File: src/rtl/scc_pkg.sv
// scc_pkg: shared types and constants for the selective cosine correlation block
// no dependencies
package scc_pkg;

	localparam int SumW = 48;
	localparam int CntW = 17;

	typedef enum logic [1:0] {
		MODE_ALL = 2'd0,
		MODE_POS = 2'd1,
		MODE_NEG = 2'd2,
		MODE_ALT = 2'd3
	} mode_t;

	typedef struct packed {
		logic signed [15:0] sample_x;
		logic signed [15:0] sample_y;
		logic               last_sample;
	} in_beat_t;

	typedef struct packed {
		logic signed [15:0] coefficient;
		logic               empty_selection;
	} out_beat_t;

	// finished vector sums handed from front to back
	typedef struct packed {
		logic signed [SumW-1:0] dot;
		logic [SumW-1:0]        xx;
		logic [SumW-1:0]        yy;
		logic                   empty;
	} job_t;

	typedef enum logic [2:0] {
		ST_IDLE,
		ST_MUL,
		ST_SRCH,
		ST_CMP,
		ST_DONE
	} bk_state_t;

endpackage

File: src/rtl/scc_queue.sv
// scc_queue: two-entry job queue between front and back
// depends on scc_pkg
module scc_queue (
	input  logic          clk,
	input  logic          arst_n,
	input  logic          wr_valid,
	output logic          wr_stall,
	input  scc_pkg::job_t wr_data,
	output logic          rd_valid,
	input  logic          rd_stall,
	output scc_pkg::job_t rd_data
);

	scc_pkg::job_t mem_q [2];
	logic          wp_q, rp_q;
	logic [1:0]    cnt_q;
	logic          wr, rd;

	assign wr_stall = (cnt_q == 2'd2);
	assign rd_valid = (cnt_q != 2'd0);
	assign rd_data  = mem_q[rp_q];
	assign wr = wr_valid && !wr_stall;
	assign rd = rd_valid && !rd_stall;

	always_ff @(posedge clk) begin
		if (wr) mem_q[wp_q] <= wr_data;
	end

	// pointers and fill
	always_ff @(posedge clk or negedge arst_n) begin
		if (!arst_n) begin
			wp_q  <= 1'b0;
			rp_q  <= 1'b0;
			cnt_q <= 2'd0;
		end else begin
			if (wr) wp_q <= !wp_q;
			if (rd) rp_q <= !rp_q;
			cnt_q <= cnt_q + 2'(wr) - 2'(rd);
		end
	end

endmodule

File: config.mk
export PLATFORM = sky130hd
export DESIGN_NAME = scc_queue
export DESIGN_NICKNAME = d
export VERILOG_FILES = /design/src/rtl/scc_pkg.sv /design/src/rtl/scc_queue.sv
export SDC_FILE = /design/constraint.sdc
export NUM_CORES = 1
export LEC_CHECK = 0
export BUFFER_PORTS_ARGS = -buffer_cell sky130_fd_sc_hd__buf_2
export CAP_MARGIN = 25
export CORE_ASPECT_RATIO = 0.9
export CORE_UTILIZATION = 40
export DETAILED_ROUTE_END_ITERATION = 10
export PLACE_DENSITY = 0.72
export SYNTH_ARGS = -nofsm -noshare
export SYNTH_HDL_FRONTEND = slang
export SYNTH_SLANG_ARGS = --single-unit
File: constraint.sdc
create_clock -name clk -period 9.4 [get_ports clk]
set_input_delay 0 -clock clk [delete_from_list [all_inputs] [get_ports clk]]
set_output_delay 0 -clock clk [all_outputs]
set_load 0.02 [all_outputs]
# Word-level counts from Yosys, hierarchy flattened

Memory sizes are Yosys's and may differ from the RTL's.
Cells that the tools add are included.

Add/subtract/negate cells: 2
Multiply operators: 0
Div/mod/pow operators: 0
$lt $le $gt $ge: 0
Eq/ne operators: 1
Shift operators: 0
Mux-type cells: 2
Bitwise gates (word level): 0
Reduce and logical (&&, ||, !) cells: 7

Operators with widths:

| operator             | count |
|---|---|
| $logic_not A1 Y1     | 4 |
| $add A2 B1 Y2        | 1 |
| $eq A2 B2 Y1 const B | 1 |
| $logic_and A1 B1 Y1  | 2 |
| $mux W1              | 2 |
| $reduce_bool A2 Y1   | 1 |
| $sub A2 B1 Y2        | 1 |

Register bits after elaboration: 4
Bits in latches: 0
Memory bits (writable): 290
ROM bits: 0
Output and inout bits: 147
Logic and storage cells: 16
Memories kept: 1

Memories:

| memory | depth | width | read ports | clocked after memory_dff | wr ports | line            | RTL |
|---|---|---|---|---|---|---|---|
| mem_q  | 2     | 145   | 1          | 0                        | 1        | scc_queue.sv:14 | `scc_pkg::job_t mem_q [2];` |

# Depth between registers and ports, before layout

Depth after elaboration: 5
Mapped depth: 7
Depth with buffers taken out: 7

# Worst setup path after synthesis

Ideal clock, no wire load.

Path type: register to register
From: register cnt_q[1]
To: memory mem_q[0][0] (netlist name) (enable)
Arrival time: 6609 ps
Required time: 8749 ps
Path slack: 2140 ps
Cell stages (with the launch flop): 4
Buffers on the path: 0
Cells stage by stage: dfrtp_1 > nand2b_1 > nand2_1 > nor2_1

Word-level cells in the longest chain between the ends: 5

Ends and longest elaborated chain:

| what                          | line            | RTL |
|---|---|---|
| start: declaration            | scc_queue.sv:16 | `logic [1:0] cnt_q;` |
| start signal: assignment      | scc_queue.sv:38 | `cnt_q <= cnt_q + 2'(wr) - 2'(rd);` |
| $eq A2 B2 Y1                  | scc_queue.sv:19 | `assign wr_stall = (cnt_q == 2'd2);` |
| $logic_not A1 Y1              | scc_queue.sv:22 | `assign wr = wr_valid && !wr_stall;` |
| $logic_and A1 B1 Y1           | scc_queue.sv:22 |  |
| $mux W1                       | scc_queue.sv:26 | `if (wr) mem_q[wp_q] <= wr_data;` |
| $mux W1 (implied by the code) | scc_queue.sv:26 |  |
| end: declaration              | scc_queue.sv:14 |  |

No other way between the ends.

# Final worst setup path

From: register cnt_q[1]
To: memory mem_q[0][89] (netlist name) (enable)

The elaborated chain is that of the path after synthesis.

==> results.yml <==
global_route:
  grt_pass1_wl_microns: 33000
  grt_pass1_vias: 6398
  grt_max_degree: 77
  grt.total_usage_pct: 15.4
  grt-ovfl-total: 0
  antenna_found_initial: 0
sta:
  fin_crit_sh_pct: 34.3
  worst_pin_slew_ns: 0.993
  fin_tns_setup_ns: 0
  fin_crit_ns: 3.23
  setup_viol: 0
  max_freq_mhz: 310
  timing_hold_violations_final: 0
  worst_slack_ns: 6.17
  clock_skew_ns: 0.00936
  drv_slew: 0
  maxSlewHeadroom_pct: 33.8
  rsz0062_at_grt: "no"
pwr:
  clkPwrFrac_pct: 24.5
  seqPwrFrac_pct: 43.1
  p_int_uw: 3010
  leakagePower_uw: 0.00564
  p_per_area_mw_per_mm2: 297
  comb_power_share_pct: 32.4
  p_sw_share_pct: 32.4
  vdd_drop_max_mv: 0.187
  switching_power_uw: 1440
yosys:
  synth-xor-area-share_pct: 0.326
  ys_seq_elements: 294
  synth_top_area_share_pct: 81.0
  syn-num-nets: 620
  yosysWarnings: 0
  synth-compound-area-share_pct: 0
  syn_avg_cell_area_sq_um: 22.9
  async_flop_share_pct: 1.36
  postSynthCellCount: 469
  synth_mux_area_share_pct: 15.2
  synthFlopType: "edfxtp_1"
  synth.cells.most_frequent: "edfxtp_1 (290), mux2_2 (145), clkbuf_8 (10)"
  synthTopCellsByArea: "edfxtp_1 (81%), mux2_2 (15%), clkbuf_8 (1.3%), dfrtp_1 (0.93%), buf_6 (0.63%)"
  synth_simple_gate_area_share_pct: 0.372
  synthMostInstantiatedCell: "edfxtp_1"
  synth_edf_count: 290
  yosysSeqAreaShare_pct: 81.9
  synth_fa_ha_area_share_pct: 0.233
  synth_cell_types: 15
  synth_top_cell_by_area: "edfxtp_1"
  synth_top_family_by_area: "multiplexers"
  syn-cell-area_sq_mm: 0.0108
finish:
  drive_gt1_share_pct: 51.5
  layout.cells.non_filler: 1307
  final_nets: 1086
  antenna_cells: 0
  area.growth.synth_to_final_pct: 39.0
worst_setup_path:
  critPathBufInv: 2
  crit_path_cell_trace: "nand2b_1 > nand2_1 > nor2_4 > buf_4 > buf_4"
  slowest_stage: "buf_4"
  worstSetupPathType: "reg2reg"
  crit_family: "buffers and inverters"
  worst-path-stages: 5
  end_kind: "register"
  crit_arrival_ns: 3.39
  path_max_fanout: 66
  cp-start-kind: "register"
  ff2ff_path_depth: 5
  cp.required_ns: 9.56
  crit_path_max_incr_delay_ns: 0.80
  crit_top_cell: "buf_4"
floorplan:
  die_h_microns: 158
  row_count: 56
  die-width_microns: 175
  start_util_pct: 41.0
  die-area_sq_mm: 0.0275
  core-area_sq_mm: 0.0262
  ioPinCount: 296
placed_design:
  hpwl_microns: 12700
  globalplace.congestion: 0.715
  placedCellCount: 1101
  port_buffers: 295
  pre_cts_ws_ns: 6.08
cts:
  cts_root_buf: "clkbuf_16"
  clock_latency_ns: 0.54
  cts_sinks: 294
  postCtsSetupRepairBufs: 0
  htree_levels: 1
  clockBufferDepth: 3
  numCtsBuffers: 30
  cts_tree: "yes"
  clkTransAtPathRegs_ns: 0.06
status:
  status: "complete, no violations"
worst_hold_path:
  worstHoldPathCells: 2
  hold_class: "in2reg"
routing:
  ant_nets: 0
  wl_per_cell_microns: 17.0
  drc: 0
  dr.first_iter.drc_count: 245
  dr.pass1.iters: 4
  num_vias: 6068
  vias_per_cell: 4.64
  totalWireLength_microns: 22300
flow_run:
  drv_cap: 0
[power by group through the flow]
stage | combinational, uW | sequential, uW | clock [uW]
after detailed placement | 1380 | 1940 | 0
after CTS | 1440 | 1920 | 1130
after global placement | 1380 | 1930 | 0
after floorplan | 1050 | 1920 | 0
final | 1440 | 1920 | 1090
after global routing | 1530 | 1950 | 1170
[layout make-up]
class	instances	area (sq um)
Multi-Input combinational cell	157	1750
Fill cell	1958	11300
Clock buffer	39	806
Clock inverter	17	106
Tap cell	348	435
Timing Repair Buffer	450	3030
Sequential cell	294	8810
Inverter	2	7.51
[kinds of logic after synthesis]
| logic type | Yosys count |
|---|---|
| XOR/XNOR | 4 |
| adder cells (fa/ha/maj) | 2 |
| buffers and inverters | 18 |
| flip-flops | 294 |
| multiplexers | 145 |
| AND/OR/NAND/NOR | 6 |
[flip-flops by register name, indices dropped and copies added (netlist names)]
name	count
wp_q	1
mem_q	290
cnt_q	2
rp_q	1
[repair_timing]
action,4_1_cts,5_1_grt
endpoints found under the hold margin,297,0
resized for setup,0,0
hold buffers,149,0
[metrics by stage]
stage,total power (uW),util (%),hold slack [ns],area (sq um)
2_1_floorplan,2970,-,-0.296,10800
3_3_place_gp,3310,47.8,-0.191,12500
3_5_place_dp,3330,47.8,-0.189,12500
4_1_cts,4480,56.9,0.141,14900
5_1_grt,4640,57.0,0.148,14900
6_report,4450,57.0,0.176,14900
[routing by layer]
| layer | up-vias | wire length, microns | track usage, % | share of wire, % |
|---|---|---|---|---|
| met5 | - | 0 | 0 | 0 |
| met3 | 45 | 1670 | 4.64 | 7.5 |
| li1 | 2810 | - | - | - |
| met1 | 2980 | 8420 | 17.1 | 38 |
| met4 | 0 | 594 | 5.34 | 2.7 |
| met2 | 233 | 11600 | 27.9 | 52 |
[worst paths after layout]
| check | startpoint | end | slack [ns] |
|---|---|---|---|
| setup / recovery | cnt_q[1]$_DFF_PN0_ | mem_q[0][89]$_DFFE_PP_ | 6.17 |
| hold / removal | wr_data[93] | mem_q[0][93]$_DFFE_PP_ | 0.18 |
| setup reg to reg | cnt_q[1]$_DFF_PN0_ | mem_q[0][89]$_DFFE_PP_ | 6.17 |
| hold reg to reg | cnt_q[0]$_DFF_PN0_ | cnt_q[0]$_DFF_PN0_ | 0.52 |
| max in group asynchronous | arst_n | rp_q$_DFFE_PN0P_ | 8.83 |
| min in group asynchronous | arst_n | cnt_q[1]$_DFF_PN0_ | 0.38 |
[cells in the final DEF, fill, tap and decap left out]
| cell | n |
|---|---|
| or2_2 | 1 |
| clkbuf_1 | 8 |
| clkinvlp_4 | 1 |
| inv_1 | 2 |
| ha_1 | 2 |
| dfrtp_4 | 1 |
| clkinv_2 | 10 |
| buf_4 | 5 |
| nand2b_1 | 1 |
| nand2_1 | 1 |
| and3_4 | 1 |
| xor2_1 | 1 |
| buf_2 | 295 |
| nor2_4 | 1 |
| dlygate4sd3_1 | 149 |
| buf_16 | 1 |
| dfrtp_1 | 3 |
| clkbuf_16 | 31 |
| mux2_2 | 145 |
| xnor2_1 | 3 |
| nor2b_4 | 1 |
| bufinv_16 | 1 |
| edfxtp_1 | 290 |
| clkinv_1 | 5 |
Note: power is estimated with default switching activity, not from simulation.
