### src/rtl/scc_pkg.sv
// scc_pkg: shared types and constants for the selective cosine correlation block
// no dependencies
package scc_pkg;

	localparam int SumW = 48;
	localparam int CntW = 17;

	typedef enum logic [1:0] {
		MODE_ALL = 2'd0,
		MODE_POS = 2'd1,
		MODE_NEG = 2'd2,
		MODE_ALT = 2'd3
	} mode_t;

	typedef struct packed {
		logic signed [15:0] sample_x;
		logic signed [15:0] sample_y;
		logic               last_sample;
	} in_beat_t;

	typedef struct packed {
		logic signed [15:0] coefficient;
		logic               empty_selection;
	} out_beat_t;

	// finished vector sums handed from front to back
	typedef struct packed {
		logic signed [SumW-1:0] dot;
		logic [SumW-1:0]        xx;
		logic [SumW-1:0]        yy;
		logic                   empty;
	} job_t;

	typedef enum logic [2:0] {
		ST_IDLE,
		ST_MUL,
		ST_SRCH,
		ST_CMP,
		ST_DONE
	} bk_state_t;

endpackage

### src/rtl/scc_front.sv
// scc_front: mode filter and one-pair-per-cycle accumulation while no finished job waits
// depends on scc_pkg
module scc_front #(
	parameter int CAP = 65536
) (
	input  logic              clk,
	input  logic              arst_n,
	input  logic [1:0]        select_mode,
	input  logic              in_valid,
	output logic              in_stall,
	input  scc_pkg::in_beat_t in_data,
	output logic              job_valid,
	input  logic              job_stall,
	output scc_pkg::job_t     job_data
);

	logic signed [scc_pkg::SumW-1:0] dot_q;
	logic [scc_pkg::SumW-1:0]        xx_q, yy_q;
	logic [scc_pkg::CntW-1:0]        cnt_q;
	logic signed [31:0]              pxy_s1;
	logic [31:0]                     pxx_s1, pyy_s1;
	logic                            adm_s1, last_s1, v_s1;
	logic                            admit, take;
	logic signed [scc_pkg::SumW-1:0] dot_n;
	logic [scc_pkg::SumW-1:0]        xx_n, yy_n;
	logic [scc_pkg::CntW-1:0]        cnt_n;

	// hold off while a finished job waits
	assign in_stall = job_valid && job_stall;
	assign take = in_valid && !in_stall;

	// mode filter
	always_comb begin
		case (scc_pkg::mode_t'(select_mode))
			scc_pkg::MODE_POS: admit = !in_data.sample_x[15] && (in_data.sample_x != 16'sd0);
			scc_pkg::MODE_NEG: admit = in_data.sample_x[15];
			default:           admit = 1'b1;
		endcase
	end

	// stage 1: products
	always_ff @(posedge clk or negedge arst_n) begin
		if (!arst_n) begin
			v_s1 <= 1'b0;
		end else if (!in_stall) begin
			v_s1 <= take;
		end
	end

	always_ff @(posedge clk) begin
		if (take) begin
			pxy_s1  <= in_data.sample_x * in_data.sample_y;
			pxx_s1  <= 32'(in_data.sample_x * in_data.sample_x);
			pyy_s1  <= 32'(in_data.sample_y * in_data.sample_y);
			adm_s1  <= admit;
			last_s1 <= in_data.last_sample;
		end
	end

	// stage 2: accumulate with sample cap
	always_comb begin
		dot_n = dot_q;
		xx_n  = xx_q;
		yy_n  = yy_q;
		cnt_n = cnt_q;
		if (adm_s1 && (cnt_q < scc_pkg::CntW'(CAP))) begin
			dot_n = dot_q + scc_pkg::SumW'(pxy_s1);
			xx_n  = xx_q + scc_pkg::SumW'(pxx_s1);
			yy_n  = yy_q + scc_pkg::SumW'(pyy_s1);
			cnt_n = cnt_q + 1'b1;
		end
	end

	always_ff @(posedge clk or negedge arst_n) begin
		if (!arst_n) begin
			dot_q     <= '0;
			xx_q      <= '0;
			yy_q      <= '0;
			cnt_q     <= '0;
			job_valid <= 1'b0;
		end else begin
			// job stays while stalled, a last pair raises a new one
			job_valid <= (job_valid && job_stall) || (v_s1 && !in_stall && last_s1);
			if (v_s1 && !in_stall) begin
				if (last_s1) begin
					dot_q     <= '0;
					xx_q      <= '0;
					yy_q      <= '0;
					cnt_q     <= '0;
				end else begin
					dot_q <= dot_n;
					xx_q  <= xx_n;
					yy_q  <= yy_n;
					cnt_q <= cnt_n;
				end
			end
		end
	end

	always_ff @(posedge clk) begin
		if (v_s1 && !in_stall && last_s1) begin
			job_data.dot   <= dot_n;
			job_data.xx    <= xx_n;
			job_data.yy    <= yy_n;
			job_data.empty <= (cnt_n == '0);
		end
	end

endmodule

### config.mk
export PLATFORM = sky130hd
export DESIGN_NAME = scc_front
export DESIGN_NICKNAME = d
export VERILOG_FILES = /design/src/rtl/scc_pkg.sv /design/src/rtl/scc_front.sv
export SDC_FILE = /design/constraint.sdc
export NUM_CORES = 2
export LEC_CHECK = 0
export ABC_AREA = 1
export ABC_CLOCK_PERIOD_IN_PS = 12200
export BUFFER_PORTS_ARGS = -buffer_cell sky130_fd_sc_hd__buf_2
export CORE_MARGIN = 2
export CORE_UTILIZATION = 58
export CTS_BUF_LIST = sky130_fd_sc_hd__clkbuf_4
export CTS_CLUSTER_DIAMETER = 100
export DETAILED_ROUTE_END_ITERATION = 8
export PLACE_DENSITY_LB_ADDON = 0.15
export SETUP_SLACK_MARGIN = 0.15
export SLEW_MARGIN = 20
export SYNTH_ARGS = -nofsm -noshare
export SYNTH_HDL_FRONTEND = slang
export SYNTH_SLANG_ARGS = --single-unit
### constraint.sdc
create_clock -name clk -period 12.2 [get_ports clk]
set_input_delay 0.61 -clock clk [delete_from_list [all_inputs] [get_ports clk]]
set_output_delay 0.61 -clock clk [all_outputs]
set_load 0.005 [all_outputs]
# After elaboration in Yosys (flattened, before gate mapping)
# Cells that the tools add are included.
totals:
  register_bits: 406
  latchBits: 0
  ramBits: 0
  rom_bits: 0
  inputBits: 39
  output_inout_bits: 147
  elab_cells: 45
  mem_count: 0
op_classes:
  n_addsub: 4
  mul: 3
  div_mod_pow: 0
  n_lt_le_gt_ge: 1
  eq_ne: 2
  shift: 0
  n_mux: 9
  bitwise: 0
  n_reduce_logical: 11
op_table:
  columns: ["operator", "n"]
  rows:
  - ["$mux W48", 6]
  - ["$add A48 B32 Y48", 3]
  - ["$mul A16 B16 Y32", 3]
  - ["$mux W17", 2]
  - ["$add A17 B1 Y17 const B", 1]
  - ["$logic_not A17 Y1", 1]
  - ["$lt A17 B17 Y1 const B", 1]
  - ["$reduce_bool A16 Y1", 1]
  - ["$logic_and A1 B1 Y1", 6]
  - ["$eq A2 B1 Y1 const B", 1]
  - ["$eq A2 B2 Y1 const B", 1]
  - ["$logic_not A1 Y1", 2]
  - ["$pmux W1 S2", 1]
  - ["$logic_or A1 B1 Y1", 1]

# Longest topological paths before layout
depth:
  ltp_word: 5
  ltp_mapped: 26
  depth_no_buf: 24

# Least setup slack after synthesis
# No wires, ideal clock.
synth_timing:
  path_kind: "in2reg"
  from: "input job_stall"
  to: "register job_data[0] (netlist bit) (enable)"
  setup_ns: 0.652
  arrival_time_ns: 7.468
  required_time_ns: 11.548
  path_slack_ns: 4.080
  cell_stages: 7
  path_buffers: 2
  path_cell_list: "nand2_1 -> inv_1 -> nor2_2 -> inv_1 -> clkbuf_1 -> clkbuf_1 -> nor2_1"
synth_between:
  elab_chain_len: 4
synth_lines:
  columns: ["item", "line_no", "rtl"]
  rows:
  - ["start, declared", "scc_front.sv:13", "input logic job_stall,"]
  - ["$logic_and A1 B1 Y1", "scc_front.sv:29", "assign in_stall = job_valid && job_stall;"]
  - ["via in_stall", "scc_front.sv:10", "output logic in_stall,"]
  - ["$logic_not A1 Y1", "scc_front.sv:101", "if (v_s1 && !in_stall && last_s1) begin"]
  - ["$logic_and A1 B1 Y1 (2 in series)", "scc_front.sv:101", null]
  - ["end, declared", "scc_front.sv:14", "output scc_pkg::job_t job_data"]
# The timed path passes the listed nets, and every way through them passes these cells.
# A chain may end at the register's enable or synchronous reset.

# Worst setup path after layout
layout_timing:
  from: "input in_data[32] (netlist bit)"
  to: "register pxx_s1[28] (data pin)"
layout_between:
  elab_chain_len: 1
layout_lines:
  columns: ["item", "line_no", "rtl"]
  rows:
  - ["start, declared", "scc_front.sv:11", "input scc_pkg::in_beat_t in_data,"]
  - ["$mul A16 B16 Y32", "scc_front.sv:53", "pxx_s1 <= 32'(in_data.sample_x * in_data.sample_x);"]
  - ["end signal, assigned", "scc_front.sv:53", null]
  - ["end, declared", "scc_front.sv:21", "logic [31:0] pxx_s1, pyy_s1;"]
# No other way between the ends.

==> flow_summary.json <==
{
  "die_h_um": 312,
  "crit_fanout": 40,
  "rr_endpoint": "job_data[31]$_DFFE_PP_",
  "start_kind": "input pin",
  "fp.coreArea_um2": 94600,
  "postRouteAntennaNets": 0,
  "n_fill_cell": 8611,
  "cpPeakStageDelay_ps": 940,
  "insertion_delay_ps": 930,
  "hpwl_mm": 116,
  "hold_class": "in2async",
  "worstSetupEndpoint": "pxx_s1[28]$_DFFE_PP_",
  "worstPathRequired_ps": 12820,
  "tns_ps": 0,
  "nNetsFinal": 8405,
  "routed_wirelength_mm": 146,
  "grt_max_degree": 219,
  "ys_warn_count": 0,
  "path_depth": 18,
  "synth_area_leaders": "fa_1, nand2_1, edfxtp_1",
  "final_max_slew_viol_count": 0,
  "grt_pass1_wl_mm": 238,
  "die_width_um": 312,
  "synth_edf_count": 241,
  "rsz0062_at_grt": "no",
  "io_pins": 186,
  "grt_pass1_vias": 45436,
  "endpoint_kind": "flop",
  "clk_pin_slew_ps": 70,
  "timing.rr.start": "job_valid$_DFF_PN0_",
  "dr.pass1.iters": 6,
  "whs_ps": 223,
  "fin_skew_ps": 112,
  "grt_use_total_pct": 30.8,
  "hold_viol": 0,
  "syn_inst": 7122,
  "relSlewSlack_pct": 30.5,
  "first_iter_violations": 3353,
  "ff2ff_path_depth": 8,
  "async_reset_ff_share_pct": 40.3,
  "netlist_area_um2": 55200,
  "slowest_stage": "fa_1",
  "remaining_drc_errors": 0,
  "stdcell_count": 8612,
  "crit_chain": "buf_2 -> nand2_1 -> inv_1 -> fa_1 -> fa_1 -> fa_1 -> fa_1 -> fa_1 -> inv_1 -> fa_1 -> inv_1 -> ha_1 -> a21oi_1 -> o21ai_0 -> a221oi_1 -> nand3_1 -> nand2_1 -> nand2_1",
  "yosysUniqueCellTypes": 54,
  "crit_start": "in_data[32]",
  "critPathBufInv": 4,
  "critical_path_class": "in2reg",
  "area_growth_syn_to_layout_pct": 6.38,
  "grt.overflow.total": 0,
  "fin_crit_sh_pct": 48.7,
  "syn_nets": 8273,
  "htreeDepth": 3,
  "cp_common_cell": "fa_1",
  "antenna_found_initial": 7,
  "synth_ff_type": "edfxtp_1",
  "std_cell_rows": 113,
  "dp.cells": 8410,
  "tritoncts": "done",
  "run_status": "completed",
  "layout-drive-gt1-share_pct": 7.83,
  "place_congestion": 0.986,
  "via_count": 44825,
  "yosysTopAreaCellShare_pct": 26.5,
  "period_needed_ps": 5940,
  "clkSinkCount": 404,
  "maxCapViolations": 0,
  "drt-vias-per-instance": 5.20,
  "post-synth-top-area-cell": "fa_1",
  "start_util_pct": 58.3,
  "synth_seq_cells": 404,
  "die-area_um2": 97600,
  "cts_buffer_depth": 3,
  "setup-violations-final": 0,
  "cts-root-buf": "clkbuf_4",
  "worst_pin_slew_ps": 1040,
  "synth_seq_area_share_pct": 20.5,
  "cts_made_buffers": 103,
  "final_core_util_pct": 62.0,
  "synth.avg_cell_area_um2": 7.75,
  "path_delay_family": "adder cells",
  "critPathArrivalTime_ps": 6560,
  "rrSetupSlack_ps": 8280,
  "io_buffers": 185,
  "wl_per_cell_um": 17.0,
  "fmax_mhz": 168
}
-- worst register-to-register path: stages, from the launching register on --
cell	delay (ps)
dfrtp_1	380
nand2_1	110
inv_1	90
nor2_4	70
buf_4	540
inv_4	140
nor2_4	480
buf_4	790
buf_4	870
-- worst min path at each step --
stage	start	endpoint	cells past startpoint
detailed placement	dot_q[38]$_DFFE_PN0P_	dot_q[38]$_DFFE_PN0P_	2
CTS	arst_n	yy_q[22]$_DFFE_PN0P_	2
global placement	yy_q[47]$_DFFE_PN0P_	yy_q[47]$_DFFE_PN0P_	2
floorplan	arst_n	cnt_q[0]$_DFFE_PN0P_	0
global route	arst_n	yy_q[22]$_DFFE_PN0P_	2
finish	arst_n	yy_q[26]$_DFFE_PN0P_	2
-- timing repair --
action / in CTS / in global routing
buffers inserted: 0 / 0
resized for setup: 0 / 0
endpoints found under the hold margin: 44 / 0
hold buffers: 4 / 0
-- cell usage after synthesis, types with 37 or more instances --
library cell / n
o21bai_1: 37
edfxtp_1: 241
or2_2: 51
nand2_1: 1992
clkbuf_1: 138
o21ai_0: 104
fa_1: 730
nand4_1: 68
nand3_1: 273
dfrtp_1: 163
nor2_1: 361
xor2_1: 109
inv_1: 1742
xnor2_1: 69
a21oi_1: 198
ha_1: 382
-- final cells by class --
class | instances | area, µm² | share of cell area, %
timing repair buffer | 213 | 1160 | 1.99
clock buffer | 135 | 1010 | 1.73
inverter | 1771 | 6650 | 11.3
sequential | 404 | 11300 | 19.3
tap | 1265 | 1580 | 2.70
clock inverter | 58 | 455 | 0.776
multi-input combinational | 4761 | 36500 | 62.2
antenna | 5 | 12.5 | 0.0213
-- flip-flops by register name (all words and copies together) (netlist names) --
name	cells
job_data	145
dot_q	48
xx_q	48
yy_q	48
pxy_s1	32
pxx_s1	31
pyy_s1	31
cnt_q	17
adm_s1	1
job_valid	1
last_s1	1
v_s1	1
-- kinds of logic (layout without fill, tap and decap cells) --
family | count (synthesis) | in the layout | share of synthesized area (%)
compound gates | 529 | 529 | 5.84
other cells | 0 | 5 | 0
simple gates | 2942 | 2942 | 22.3
buf+inv | 1957 | 2177 | 13.4
fa+ha+maj | 1112 | 1112 | 35.2
xor+xnor | 178 | 178 | 2.83
flops | 404 | 404 | 20.5
-- metal layers --
metal	share of wire (%)	global-route usage, %	up-vias	routed length [µm]
met4	1.9	7.22	6	2850
li1	-	-	21717	-
met2	46	49.6	1381	66800
met1	46	44.7	21533	66800
met3	6.8	3.63	188	9990
met5	0.027	0	-	40
-- layout by cell type, fill, tap and decap left out, drive strengths merged, types with 9 or more instances in the layout --
master  Yosys  layout
o21ai     135     135
inv      1769    1773
a21o       19      19
o21bai     42      42
o211ai     11      11
clkbuf    138     135
nand4      68      68
a31oi      11      11
nand2    2023    2023
a22o       12      12
o21a       21      21
nor2      391     391
clkinv      2      47
and2       34      34
edfxtp    241     241
fa        730     730
dfrtp     163     163
o22ai      18      18
nor4        9       9
a21oi     209     209
a21boi     30      30
ha        382     382
or2        59      59
xor2      109     109
nor3       41      41
buf        48     209
nand3b     29      29
xnor2      69      69
nand3     286     286
-- metrics by stage --
stage | cell area, µm² | setup WS [ps]
after floorplan | 55200 | 4080
after global routing | 58700 | 5920
after CTS | 58700 | 6320
final | 58700 | 6260
after detailed placement | 57200 | 5350
after global placement | 57200 | 5480
Power is not shown: default switching activity piles up to over one toggle a cycle in this logic, so the estimate is an artifact.
